$ cat src/rtl/psagg_pkg.sv
// Shared sizes, codes and the token format that travels along the sorted-cell chain
// of the pixel stack aggregator. No dependencies.
package psagg_pkg;

    localparam int MAX_MAPS = 256;
    localparam int CNT_W    = $clog2(MAX_MAPS + 1);
    localparam int SAMPLE_W = 32;
    localparam int VALUE_W  = 40;
    localparam int STEP_W   = $clog2(VALUE_W);

    // Aggregation methods
    localparam logic [2:0] METH_AVG    = 3'd0;
    localparam logic [2:0] METH_MIN    = 3'd1;
    localparam logic [2:0] METH_MAX    = 3'd2;
    localparam logic [2:0] METH_MEDIAN = 3'd3;
    localparam logic [2:0] METH_SUM    = 3'd4;
    localparam logic [2:0] METH_COUNT  = 3'd5;

    // Sample store types
    localparam logic [1:0] STORE_BYTE  = 2'd0;
    localparam logic [1:0] STORE_SHORT = 2'd1;
    localparam logic [1:0] STORE_LONG  = 2'd2;

    // Configuration register indexes
    localparam logic [1:0] REG_METHOD      = 2'd0;
    localparam logic [1:0] REG_STORE_TYPE  = 2'd1;
    localparam logic [1:0] REG_UNDEF_LONG  = 2'd2;
    localparam logic [1:0] REG_UNDEF_SHORT = 2'd3;

    // Kinds of token handed from cell to cell
    typedef enum logic [2:0] {
        TOK_NONE,
        TOK_DATA,    // insert a sample, dropping duplicates
        TOK_CLEAR,   // empty every cell it passes
        TOK_COUNT,   // add up occupied cells
        TOK_SELECT   // pick the entry at a given rank, emptying cells
    } tok_kind_t;

    typedef struct packed {
        tok_kind_t                   kind;
        logic signed [SAMPLE_W-1:0]  data;
        logic [CNT_W-1:0]            cnt;
    } token_t;

endpackage

$ cat src/rtl/psagg_cell.sv
// One cell of the sorted distinct-value chain: holds one entry and passes a
// token to its right neighbor every cycle. Depends on psagg_pkg.
module psagg_cell (
    input  logic              aclk,
    input  logic              aresetn,
    input  psagg_pkg::token_t tok_in,
    output psagg_pkg::token_t tok_out
);

    logic                                 used_reg;
    logic                                 used_next;
    logic signed [psagg_pkg::SAMPLE_W-1:0] val_reg;
    logic signed [psagg_pkg::SAMPLE_W-1:0] val_next;
    psagg_pkg::token_t                    tok_reg;
    psagg_pkg::token_t                    tok_next;

    always_comb begin
        used_next     = used_reg;
        val_next      = val_reg;
        tok_next      = tok_in;
        case (tok_in.kind)
            psagg_pkg::TOK_DATA: begin
                if (!used_reg) begin
                    // empty cell: settle here
                    used_next     = 1'b1;
                    val_next      = tok_in.data;
                    tok_next.kind = psagg_pkg::TOK_NONE;
                end else if (tok_in.data == val_reg) begin
                    tok_next.kind = psagg_pkg::TOK_NONE;
                end else if ($signed(tok_in.data) < $signed(val_reg)) begin
                    // keep the smaller value, push the held one onward
                    val_next      = tok_in.data;
                    tok_next.data = val_reg;
                end
            end
            psagg_pkg::TOK_CLEAR: begin
                used_next = 1'b0;
            end
            psagg_pkg::TOK_COUNT: begin
                tok_next.cnt = tok_in.cnt + psagg_pkg::CNT_W'(used_reg);
            end
            psagg_pkg::TOK_SELECT: begin
                used_next    = 1'b0;
                tok_next.cnt = tok_in.cnt - psagg_pkg::CNT_W'(1);
                if (tok_in.cnt == '0) begin
                    tok_next.data = val_reg;
                end
            end
            default: begin
                tok_next.kind = psagg_pkg::TOK_NONE;
            end
        endcase
    end

    always_ff @(posedge aclk) begin
        if (!aresetn) begin
            used_reg     <= 1'b0;
            tok_reg.kind <= psagg_pkg::TOK_NONE;
        end else begin
            used_reg <= used_next;
            val_reg  <= val_next;
            tok_reg  <= tok_next;
        end
    end

    assign tok_out = tok_reg;

endmodule

$ cat config.mk
export PLATFORM = sky130hd
export DESIGN_NAME = psagg_cell
export DESIGN_NICKNAME = d
export VERILOG_FILES = /design/src/rtl/psagg_pkg.sv /design/src/rtl/psagg_cell.sv
export SDC_FILE = /design/constraint.sdc
export NUM_CORES = 1
export LEC_CHECK = 0
export BUFFER_PORTS_ARGS = -buffer_cell sky130_fd_sc_hd__buf_2
export CAP_MARGIN = 20
export CORE_ASPECT_RATIO = 2
export CORE_MARGIN = 1.5
export CORE_UTILIZATION = 55
export DETAILED_ROUTE_END_ITERATION = 8
export PLACE_DENSITY = 0.82
export SLEW_MARGIN = 10
export SYNTH_ARGS = -nofsm -noshare
export SYNTH_HDL_FRONTEND = slang
export SYNTH_SLANG_ARGS = --single-unit
$ cat constraint.sdc
create_clock -name aclk -period 9.45 [get_ports aclk]
set_input_delay 0.945 -clock aclk [delete_from_list [all_inputs] [get_ports aclk]]
set_output_delay 0.945 -clock aclk [all_outputs]
set_load 0.05 [all_outputs]
==> metrics.md <==
| Metric | Value |
|---|---|
| Status | `completed` |
| Max IR drop VDD | `0.0992 mV` |
| Filler cell count | `553` |
| Maximum fanout encountered on the critical timing path | `8` |
| Synthesized instance count | `335` |
| Number of placed instances with taps included | `515` |
| Critical path data required time | `9.49 ns` |
| Critical Path Slowest Stage Cell | `sky130_fd_sc_hd__nor3b_1` |
| Routed len/inst | `17.1 um` |
| Type of the tightest min-delay check | `flip-flop to flip-flop` |
| Maximum operating frequency | `0.257 GHz` |
| Ratio of final minimum period to clock period | `41.3%` |
| I/O pin count | `90` |
| Netlist Area Pre-Place | `0.00434 mm^2` |
| Final Max Tran Viols | `0` |
| Headroom to the max-slew limit | `50.0%` |
| Post-synthesis register bit count | `77` |
| Setup CP Type | `input port to flip-flop` |
| Full die area | `0.00846 mm^2` |
| First-pass GRT wire length | `14.3 mm` |
| Number of DRC markers in iteration 0 | `222` |
| Synth cell types | `50` |
| Top cells by area in the synthesized netlist | `sky130_fd_sc_hd__edfxtp_1, sky130_fd_sc_hd__ha_1, sky130_fd_sc_hd__mux2_4, sky130_fd_sc_hd__inv_1, sky130_fd_sc_hd__a21oi_1` |
| Total clock sinks | `77` |
| Post-detailed-placement half-perimeter wirelength | `6.57 mm` |
| Post-cts hold buffer count | `0` |
| Total inserted antenna cells | `0` |
| Final-layout setup total negative slack | `0 ns` |
| Final Wtd Congestion | `0.836` |
| Primary FF master, synth | `sky130_fd_sc_hd__edfxtp_1` |
| Max reg flops | `44` |
| Layout Area Growth over Synthesis | `20.4%` |
| Total via count in the routed design | `3032` |
| List of most frequent post-synthesis cells | `sky130_fd_sc_hd__edfxtp_1, sky130_fd_sc_hd__ha_1, sky130_fd_sc_hd__inv_1` |
| Number of routed nets with antenna violations | `0` |
| Leakage | `2.25 nW` |
| Number of flops mapped to enable cells by yosys | `73` |
| Vias per inst | `5.69` |
| Number of hold violations in the final report | `0` |
| Arrival time of the worst setup path | `3.94 ns` |
| Routed wire length | `9.11 mm` |
| Die Y | `129 um` |
| Later-pin clock latency in the skew report | `0.34 ns` |
| Yosys warnings | `0` |
| Clock transition at the registers of the reported paths | `0.06 ns` |
| Pin count of the biggest net entering global routing | `46` |
| First-pass iteration count of the detailed router | `4` |
| Sequential area share after synthesis | `52.4%` |
| Clock Tree Root | `sky130_fd_sc_hd__clkbuf_16` |
| IO Port Bufs | `89` |
| Maximum single-stage delay on the critical path | `0.51 ns` |
| Fraction of registers with async set/reset | `0%` |
| Area of the core region | `0.00760 mm^2` |
| Total DRC errors in the routed layout | `0` |
| Post-CTS setup repair buffer count | `0` |
| Resized cells post-CTS | `0` |
| Finished Layout Cells | `533` |
| Maximum level of the CTS H-tree | `3` |
| Average instance area after synthesis | `12.9 um^2` |
| Net total in the final layout | `521` |
| Unrepaired setup endpoints after global routing | `false` |
| Cell-by-cell trace of the critical path | `buf_2 > nor3b_1 > nand2b_1 > inv_1 > fa_1 > nor2b_1 > o21a_1 > o21ai_0 > a2111o_1 > o2111ai_1 > o311ai_0` |
| Number of failing setup endpoints in the final timing report | `0` |
| Largest area contributor in the synthesized netlist | `sky130_fd_sc_hd__edfxtp_1` |
| Number of buffers between clock root and the deepest sink | `2` |
| Number of global-route vias before repair | `3101` |
| TritonCTS clock tree | `built` |
| Number of buffers created by CTS | `9` |
| Max cap viols | `0` |
| Measured slew at the worst slew-check pin | `0.750 ns` |
| Area share of the leading cell type in the synthesized netlist | `50.5%` |
| Fraction of layout instances using a drive strength above 1 | `33.9%` |
| Type of element launching the critical path | `input port` |
| Number of rows created at floorplan | `45` |
| Most frequently used cell type in the post-synthesis netlist | `sky130_fd_sc_hd__edfxtp_1` |
| Antenna violations before repair | `0` |
| Clock skew | `0.0111 ns` |
| Synth Net Count | `422` |
| Pwr/cell area | `167 mW/mm^2` |
| Remaining global-route overflow | `0` |
| Gr usage total | `22.9%` |
| CP Capture Type | `flip-flop` |
| Time the final worst path needs with I/O delays and setup | `3.90 ns` |
| Floorplan die width | `65.8 um` |
| Initial standard-cell utilization of the core | `57.1%` |
## critical path: cells and delay by family
kind,cells,cell delay [ns]
simple gates,3,1.12
compound gates,5,1.02
fa+ha+maj,1,0.49
buf+inv,2,0.35
## cell type report
cell class              instances  area [um^2]  share of cell area (%)
well taps                      94          118                    2.25
repair buffers                 93          503                    9.63
clock inverters                 7         66.3                    1.27
multi-input cells             215         1900                    36.3
flip-flops and latches         77         2270                    43.5
clock buffers                   9          225                    4.31
inverters                      38          143                    2.73
## worst paths after layout
path	from	endpoint	slack, ns	cells after the start
max	tok_in[41]	tok_out[8]	5.55	11
min	val_reg[16]	tok_out[25]	0.58	1
max reg2reg	val_reg[7]	tok_out[16]	6.20	10
min reg2reg	val_reg[16]	tok_out[25]	0.58	1
## cell families (layout without fill, tap and decap cells)
family | Yosys count | after routing | synth area share [%]
and+or+nand+nor | 74 | 74 | 9.58
adders and majority gates | 41 | 41 | 12.0
buffers and inverters | 43 | 147 | 4.24
AOI/OAI and AO/OA | 66 | 66 | 10.5
DFF | 77 | 77 | 52.4
muxes | 32 | 32 | 10.9
xor gates and xnor gates | 2 | 2 | 0.404
## metal layers
layer  global-route usage (%)  wire length [um]  up-vias
met1                     24.5              3320     1452
met4                     11.6               270        0
met2                     41.1              5130       95
met3                     4.90               398       22
met5                        0                 0        -
li1                         -                 -     1463
## power breakdown
| group | switching [mW] | internal, mW |
|---|---|---|
| logic | 0.0931 | 0.0475 |
| registers | 0.00484 | 0.391 |
| clock network | 0.136 | 0.202 |
## cell usage in the layout (no fill, tap or decap), types with 3 or more instances in the layout
| cell | instances |
|---|---|
| sky130_fd_sc_hd__ha_1 | 40 |
| sky130_fd_sc_hd__nand3_1 | 5 |
| sky130_fd_sc_hd__nor2b_1 | 4 |
| sky130_fd_sc_hd__o21ai_0 | 10 |
| sky130_fd_sc_hd__nor2_1 | 11 |
| sky130_fd_sc_hd__edfxtp_1 | 73 |
| sky130_fd_sc_hd__nand2_1 | 18 |
| sky130_fd_sc_hd__a21oi_1 | 26 |
| sky130_fd_sc_hd__mux2_4 | 30 |
| sky130_fd_sc_hd__o21a_1 | 5 |
| sky130_fd_sc_hd__clkbuf_16 | 9 |
| sky130_fd_sc_hd__or3_1 | 3 |
| sky130_fd_sc_hd__inv_1 | 38 |
| sky130_fd_sc_hd__nand2b_1 | 4 |
| sky130_fd_sc_hd__nand4_1 | 8 |
| sky130_fd_sc_hd__dfxtp_1 | 4 |
| sky130_fd_sc_hd__buf_2 | 89 |
| sky130_fd_sc_hd__nor3_1 | 6 |
## stage by stage
step	area (um^2)	utilization (%)	power (mW)	hold WS (ns)	setup slack [ns]
floorplan	4340	-	0.498	0.526	4.73
global placement	4890	64.3	0.536	0.548	5.21
detailed placement	4890	64.3	0.542	0.562	5.12
CTS	5180	68.2	0.878	0.580	5.47
global route	5220	68.7	0.904	0.596	5.31
finish	5220	68.7	0.875	0.580	5.55
Note: power is estimated with default switching activity, not from simulation.
