## src/rtl/psagg_pkg.sv

```systemverilog
// Shared sizes, codes and the token format that travels along the sorted-cell chain
// of the pixel stack aggregator. No dependencies.
package psagg_pkg;

    localparam int MAX_MAPS = 256;
    localparam int CNT_W    = $clog2(MAX_MAPS + 1);
    localparam int SAMPLE_W = 32;
    localparam int VALUE_W  = 40;
    localparam int STEP_W   = $clog2(VALUE_W);

    // Aggregation methods
    localparam logic [2:0] METH_AVG    = 3'd0;
    localparam logic [2:0] METH_MIN    = 3'd1;
    localparam logic [2:0] METH_MAX    = 3'd2;
    localparam logic [2:0] METH_MEDIAN = 3'd3;
    localparam logic [2:0] METH_SUM    = 3'd4;
    localparam logic [2:0] METH_COUNT  = 3'd5;

    // Sample store types
    localparam logic [1:0] STORE_BYTE  = 2'd0;
    localparam logic [1:0] STORE_SHORT = 2'd1;
    localparam logic [1:0] STORE_LONG  = 2'd2;

    // Configuration register indexes
    localparam logic [1:0] REG_METHOD      = 2'd0;
    localparam logic [1:0] REG_STORE_TYPE  = 2'd1;
    localparam logic [1:0] REG_UNDEF_LONG  = 2'd2;
    localparam logic [1:0] REG_UNDEF_SHORT = 2'd3;

    // Kinds of token handed from cell to cell
    typedef enum logic [2:0] {
        TOK_NONE,
        TOK_DATA,    // insert a sample, dropping duplicates
        TOK_CLEAR,   // empty every cell it passes
        TOK_COUNT,   // add up occupied cells
        TOK_SELECT   // pick the entry at a given rank, emptying cells
    } tok_kind_t;

    typedef struct packed {
        tok_kind_t                   kind;
        logic signed [SAMPLE_W-1:0]  data;
        logic [CNT_W-1:0]            cnt;
    } token_t;

endpackage

```

## src/rtl/psagg_div.sv

```systemverilog
// Restoring divider, one quotient bit per cycle, for the stack average.
// Unsigned magnitude by a nonzero sample count. Depends on psagg_pkg.
module psagg_div (
    input  logic                          aclk,
    input  logic                          aresetn,
    input  logic                          start,
    input  logic [psagg_pkg::VALUE_W-1:0] dividend,
    input  logic [psagg_pkg::CNT_W-1:0]   divisor,
    output logic                          done,
    output logic [psagg_pkg::VALUE_W-1:0] quotient
);

    logic [psagg_pkg::VALUE_W-1:0] quo_reg;
    logic [psagg_pkg::VALUE_W-1:0] quo_next;
    logic [psagg_pkg::CNT_W-1:0]   rem_reg;
    logic [psagg_pkg::CNT_W-1:0]   rem_next;
    logic [psagg_pkg::CNT_W-1:0]   dvs_reg;
    logic [psagg_pkg::STEP_W-1:0]  step_reg;
    logic                          run_reg;
    logic                          done_reg;
    logic [psagg_pkg::CNT_W:0]     trial;
    logic [psagg_pkg::CNT_W:0]     trial_sub;
    logic                          fits;

    always_comb begin
        trial     = {rem_reg, quo_reg[psagg_pkg::VALUE_W-1]};
        trial_sub = trial - {1'b0, dvs_reg};
        fits      = (trial >= {1'b0, dvs_reg});
        rem_next  = fits ? trial_sub[psagg_pkg::CNT_W-1:0] : trial[psagg_pkg::CNT_W-1:0];
        quo_next  = {quo_reg[psagg_pkg::VALUE_W-2:0], fits};
    end

    always_ff @(posedge aclk) begin
        if (!aresetn) begin
            run_reg  <= 1'b0;
            done_reg <= 1'b0;
            step_reg <= '0;
        end else begin
            done_reg <= 1'b0;
            if (start) begin
                quo_reg  <= dividend;
                rem_reg  <= '0;
                dvs_reg  <= divisor;
                step_reg <= '0;
                run_reg  <= 1'b1;
            end else if (run_reg) begin
                quo_reg  <= quo_next;
                rem_reg  <= rem_next;
                step_reg <= step_reg + psagg_pkg::STEP_W'(1);
                if (step_reg == psagg_pkg::STEP_W'(psagg_pkg::VALUE_W - 1)) begin
                    run_reg  <= 1'b0;
                    done_reg <= 1'b1;
                end
            end
        end
    end

    assign done     = done_reg;
    assign quotient = quo_reg;

endmodule

```

## config.mk

```make
export PLATFORM = sky130hd
export DESIGN_NAME = psagg_div
export DESIGN_NICKNAME = d
export VERILOG_FILES = /design/src/rtl/psagg_pkg.sv /design/src/rtl/psagg_div.sv
export SDC_FILE = /design/constraint.sdc
export NUM_CORES = 1
export LEC_CHECK = 0
export BUFFER_PORTS_ARGS = -buffer_cell sky130_fd_sc_hd__buf_2
export CAP_MARGIN = 15
export CORE_MARGIN = 2
export CORE_UTILIZATION = 25
export CTS_BUF_LIST = sky130_fd_sc_hd__clkbuf_4 sky130_fd_sc_hd__clkbuf_8
export DETAILED_ROUTE_END_ITERATION = 12
export PLACE_DENSITY = 0.45
export SYNTH_ARGS = -nofsm -noshare
export SYNTH_HDL_FRONTEND = slang
export SYNTH_SLANG_ARGS = --single-unit
export TNS_END_PERCENT = 100
```

## constraint.sdc

```tcl
create_clock -name aclk -period 2.8 [get_ports aclk]
set_input_delay 0.28 -clock aclk [delete_from_list [all_inputs] [get_ports aclk]]
set_output_delay 0.28 -clock aclk [all_outputs]
set_load 0.05 [all_outputs]
```

==> qor.yml <==
place_inst: 479
post-layout-total-power_mw: 2.43
grt_setup_unrepaired: "no"
synth.distinct_cells: 43
critPathKind: "reg2reg"
place_hpwl_um: 4810
syn-instance-count: 220
grt_antenna_before_repair: 0
flip_flop_count_of_the_largest_register_all_copies_and_words_added: 40
arrival_ns: 2.58
synth.yosys.seq_area_share: 0.596
post-synth-top-area-cell: "sky130_fd_sc_hd__edfxtp_1"
h-tree-depth: 3
synth.area.top_cells: "sky130_fd_sc_hd__edfxtp_1 55%, sky130_fd_sc_hd__mux2_2 14%, sky130_fd_sc_hd__dfxtp_1 5.0%"
worstHoldPathType: "in2reg"
setup_total_negative_slack_ns: 0
pwr_density_cell_mw_per_mm2: 604
worst_r2r_startpoint: "quotient[39]$_DFFE_PP_"
antenna-diode-count: 0
numClockSinks: 66
final_cell_count_no_fill: 495
final_min_period_over_clock_period: 0.888
clk_transition_reported_paths_ns: 0.07
path_max_fanout: 14
detail_route.wirelength_um: 6830
cts_repair_resize_count: 0
max-vdd-ir-drop_uv: 272
finish.net_count: 381
grt_start_max_net_pins: 34
synthesis.area_mm2: 0.00319
grt_remaining_overflow: 0
setup.worst_path.start_class: "flip-flop"
cts_buffers: 9
maxSlewViolCount: 0
cts_tree: "built"
post_cts_buffers: 0
die_area_mm2: 0.0137
critPathRequiredTime_ns: 2.89
total_leakage_power_nw: 1.62
clock_path_buffers: 2
ys.warnings.count: 0
end_kind: "flip-flop"
preCtsSetupSlack_ns: 0.292
timing.hold.ws_ns: 0.116
drtIter0Drc: 67
timing.hold.worst.start: "divisor[5]"
wl_per_cell_um: 13.8
num_vias: 2085
clock.fmax_mhz: 402
outcome: "completed"
drv_cap: 0
postSynthNetCount: 283
final.setup.worst_slack_ns: 0.314
dr.pass1.iters: 4
min_delay_path_depth: 1
ios: 93
drive_above_1_share: 0.505
relSlewSlack: 0.639
first_global_vias: 2133
reg2regPathDepth: 8
gpl.final_weighted_congestion: 0.727
cts.hold.buffers_added: 0
nFillCells: 1303
layout-area-overhead-vs-synth_pct: 26.3
port_buffers: 92
vias_per_cell: 4.21
setup_violations: 0
synth_ff_type: "sky130_fd_sc_hd__edfxtp_1"
skew_ns: 0.00812
die_width_um: 117
hold_violations: 0
cell_at_the_root_of_the_clock_tree: "sky130_fd_sc_hd__clkbuf_8"
hold_end: "dvs_reg[5]$_DFFE_PP_"
place_area_mm2: 0.00386
clk-insertion-delay-late_ns: 0.33
utilization: 0.322
r2r_end: "quotient[0]$_DFFE_PP_"
synth_area_per_cell_um2: 14.5
core_area_mm2: 0.0125
placementRows: 41
drc: 0
dieHeight_um: 117
count_of_nets_left_with_antenna_violations_after_detail_routing: 0
synth_seq_cells: 66
synth_top_cell_area_share: 0.546
fin_area_mm2: 0.00403
worst_pin_slew_ns: 0.541
synth_edf_count: 58
grt_first_pass_wirelength_um: 10900
period_needed_ns: 2.49
synthArstFlopShare: 0
r2r_setup_slack_ns: 0.31
initial_utilization: 0.255
groute.usage.overall: 0.105
-- worst max path at each step --
stage	slack [ns]	from	endpoint
2_1_floorplan	0.14	quotient[39]$_DFFE_PP_	quotient[0]$_DFFE_PP_
3_3_place_gp	0.33	quotient[39]$_DFFE_PP_	quotient[0]$_DFFE_PP_
5_1_grt	0.15	quotient[39]$_DFFE_PP_	quotient[0]$_DFFE_PP_
6_report	0.31	quotient[39]$_DFFE_PP_	quotient[0]$_DFFE_PP_
4_1_cts	0.27	quotient[39]$_DFFE_PP_	quotient[0]$_DFFE_PP_
3_5_place_dp	0.29	quotient[39]$_DFFE_PP_	quotient[0]$_DFFE_PP_
-- synthesized netlist by cell type (2+ instances only) --
| library cell | n |
|---|---|
| sky130_fd_sc_hd__edfxtp_1 | 58 |
| sky130_fd_sc_hd__mux2_2 | 40 |
| sky130_fd_sc_hd__inv_1 | 14 |
| sky130_fd_sc_hd__nor2_1 | 14 |
| sky130_fd_sc_hd__ha_1 | 10 |
| sky130_fd_sc_hd__dfxtp_1 | 8 |
| sky130_fd_sc_hd__a21oi_1 | 5 |
| sky130_fd_sc_hd__clkbuf_1 | 5 |
| sky130_fd_sc_hd__nand2_1 | 5 |
| sky130_fd_sc_hd__o21ai_0 | 5 |
| sky130_fd_sc_hd__mux2i_1 | 4 |
| sky130_fd_sc_hd__xnor2_1 | 4 |
| sky130_fd_sc_hd__a21o_1 | 3 |
| sky130_fd_sc_hd__nand3_1 | 3 |
| sky130_fd_sc_hd__nand4_1 | 3 |
| sky130_fd_sc_hd__o21a_1 | 3 |
| sky130_fd_sc_hd__or3_1 | 3 |
| sky130_fd_sc_hd__xor2_1 | 3 |
| sky130_fd_sc_hd__a211oi_2 | 2 |
| sky130_fd_sc_hd__buf_1 | 2 |
| sky130_fd_sc_hd__nand2b_1 | 2 |
| sky130_fd_sc_hd__o2111ai_1 | 2 |
| sky130_fd_sc_hd__or2_0 | 2 |
-- cell families (layout without fill, tap and decap cells) --
family / count (synthesis) / in the layout / synth area share
AO/OA/AOI/OAI: 28 / 28 / 0.0847
XOR/XNOR: 7 / 7 / 0.0192
adder cells (fa/ha/maj): 11 / 11 / 0.0455
buffers and inverters: 22 / 125 / 0.0282
flip-flops: 66 / 66 / 0.596
multiplexers: 45 / 45 / 0.158
AND/OR/NAND/NOR: 41 / 41 / 0.0675
-- critical path, stage by stage, from the launching register on --
cell	delay [ns]
sky130_fd_sc_hd__edfxtp_1	0.41
sky130_fd_sc_hd__inv_1	0.07
sky130_fd_sc_hd__ha_1	0.16
sky130_fd_sc_hd__inv_1	0.05
sky130_fd_sc_hd__fa_1	0.39
sky130_fd_sc_hd__a21o_1	0.22
sky130_fd_sc_hd__a221oi_4	0.36
sky130_fd_sc_hd__a31oi_4	0.25
sky130_fd_sc_hd__mux2_2	0.33
-- layer usage --
| metal | up-vias | GRT usage | share of wire |
|---|---|---|---|
| met5 | - | 0 | 0 |
| met4 | 0 | 0.0376 | 0.010 |
| met3 | 5 | 0.0489 | 0.084 |
| met2 | 63 | 0.156 | 0.45 |
| met1 | 997 | 0.136 | 0.45 |
| li1 | 1020 | - | - |
-- layout make-up --
| class | count | area, um2 | area share |
|---|---|---|---|
| Tap cell | 172 | 215 | 0.0534 |
| Timing Repair Buffer | 95 | 495 | 0.123 |
| Clock inverter | 4 | 18.8 | 0.00466 |
| Sequential cell | 66 | 1900 | 0.472 |
| Clock buffer | 12 | 146 | 0.0363 |
| Inverter | 14 | 52.6 | 0.0130 |
| Multi-Input combinational cell | 132 | 1200 | 0.298 |
-- power by group --
group,leakage (nW),switching [mW],internal (mW)
Clock,0.0918,0.357,0.344
Combinational,0.912,0.333,0.210
Sequential,0.618,0.0338,1.16
Total,1.62,0.724,1.71
-- cell usage in the layout (no fill, tap or decap), types with 2 or more instances in the layout --
cell type                   Yosys  routed
sky130_fd_sc_hd__dfxtp_1        8       8
sky130_fd_sc_hd__inv_1         14      14
sky130_fd_sc_hd__nand2_1        5       5
sky130_fd_sc_hd__clkbuf_4       0       3
sky130_fd_sc_hd__edfxtp_1      58      58
sky130_fd_sc_hd__a21o_1         3       3
sky130_fd_sc_hd__o21ai_0        5       5
sky130_fd_sc_hd__clkbuf_8       0       9
sky130_fd_sc_hd__ha_1          10      10
sky130_fd_sc_hd__nand3_1        3       3
sky130_fd_sc_hd__xnor2_1        4       4
sky130_fd_sc_hd__buf_4          0       2
sky130_fd_sc_hd__nor2_1        14      14
sky130_fd_sc_hd__o21a_1         3       2
sky130_fd_sc_hd__clkinv_2       0       3
sky130_fd_sc_hd__a211oi_2       2       2
sky130_fd_sc_hd__a21oi_1        5       5
sky130_fd_sc_hd__nand2b_1       2       2
sky130_fd_sc_hd__nand4_1        3       3
sky130_fd_sc_hd__buf_2          0      92
sky130_fd_sc_hd__xor2_1         3       3
sky130_fd_sc_hd__o2111ai_1      2       2
sky130_fd_sc_hd__mux2_2        40      40
sky130_fd_sc_hd__or3_1          3       3
sky130_fd_sc_hd__mux2i_1        4       4
sky130_fd_sc_hd__or2_0          2       2
Note: power is estimated with default switching activity, not from simulation.
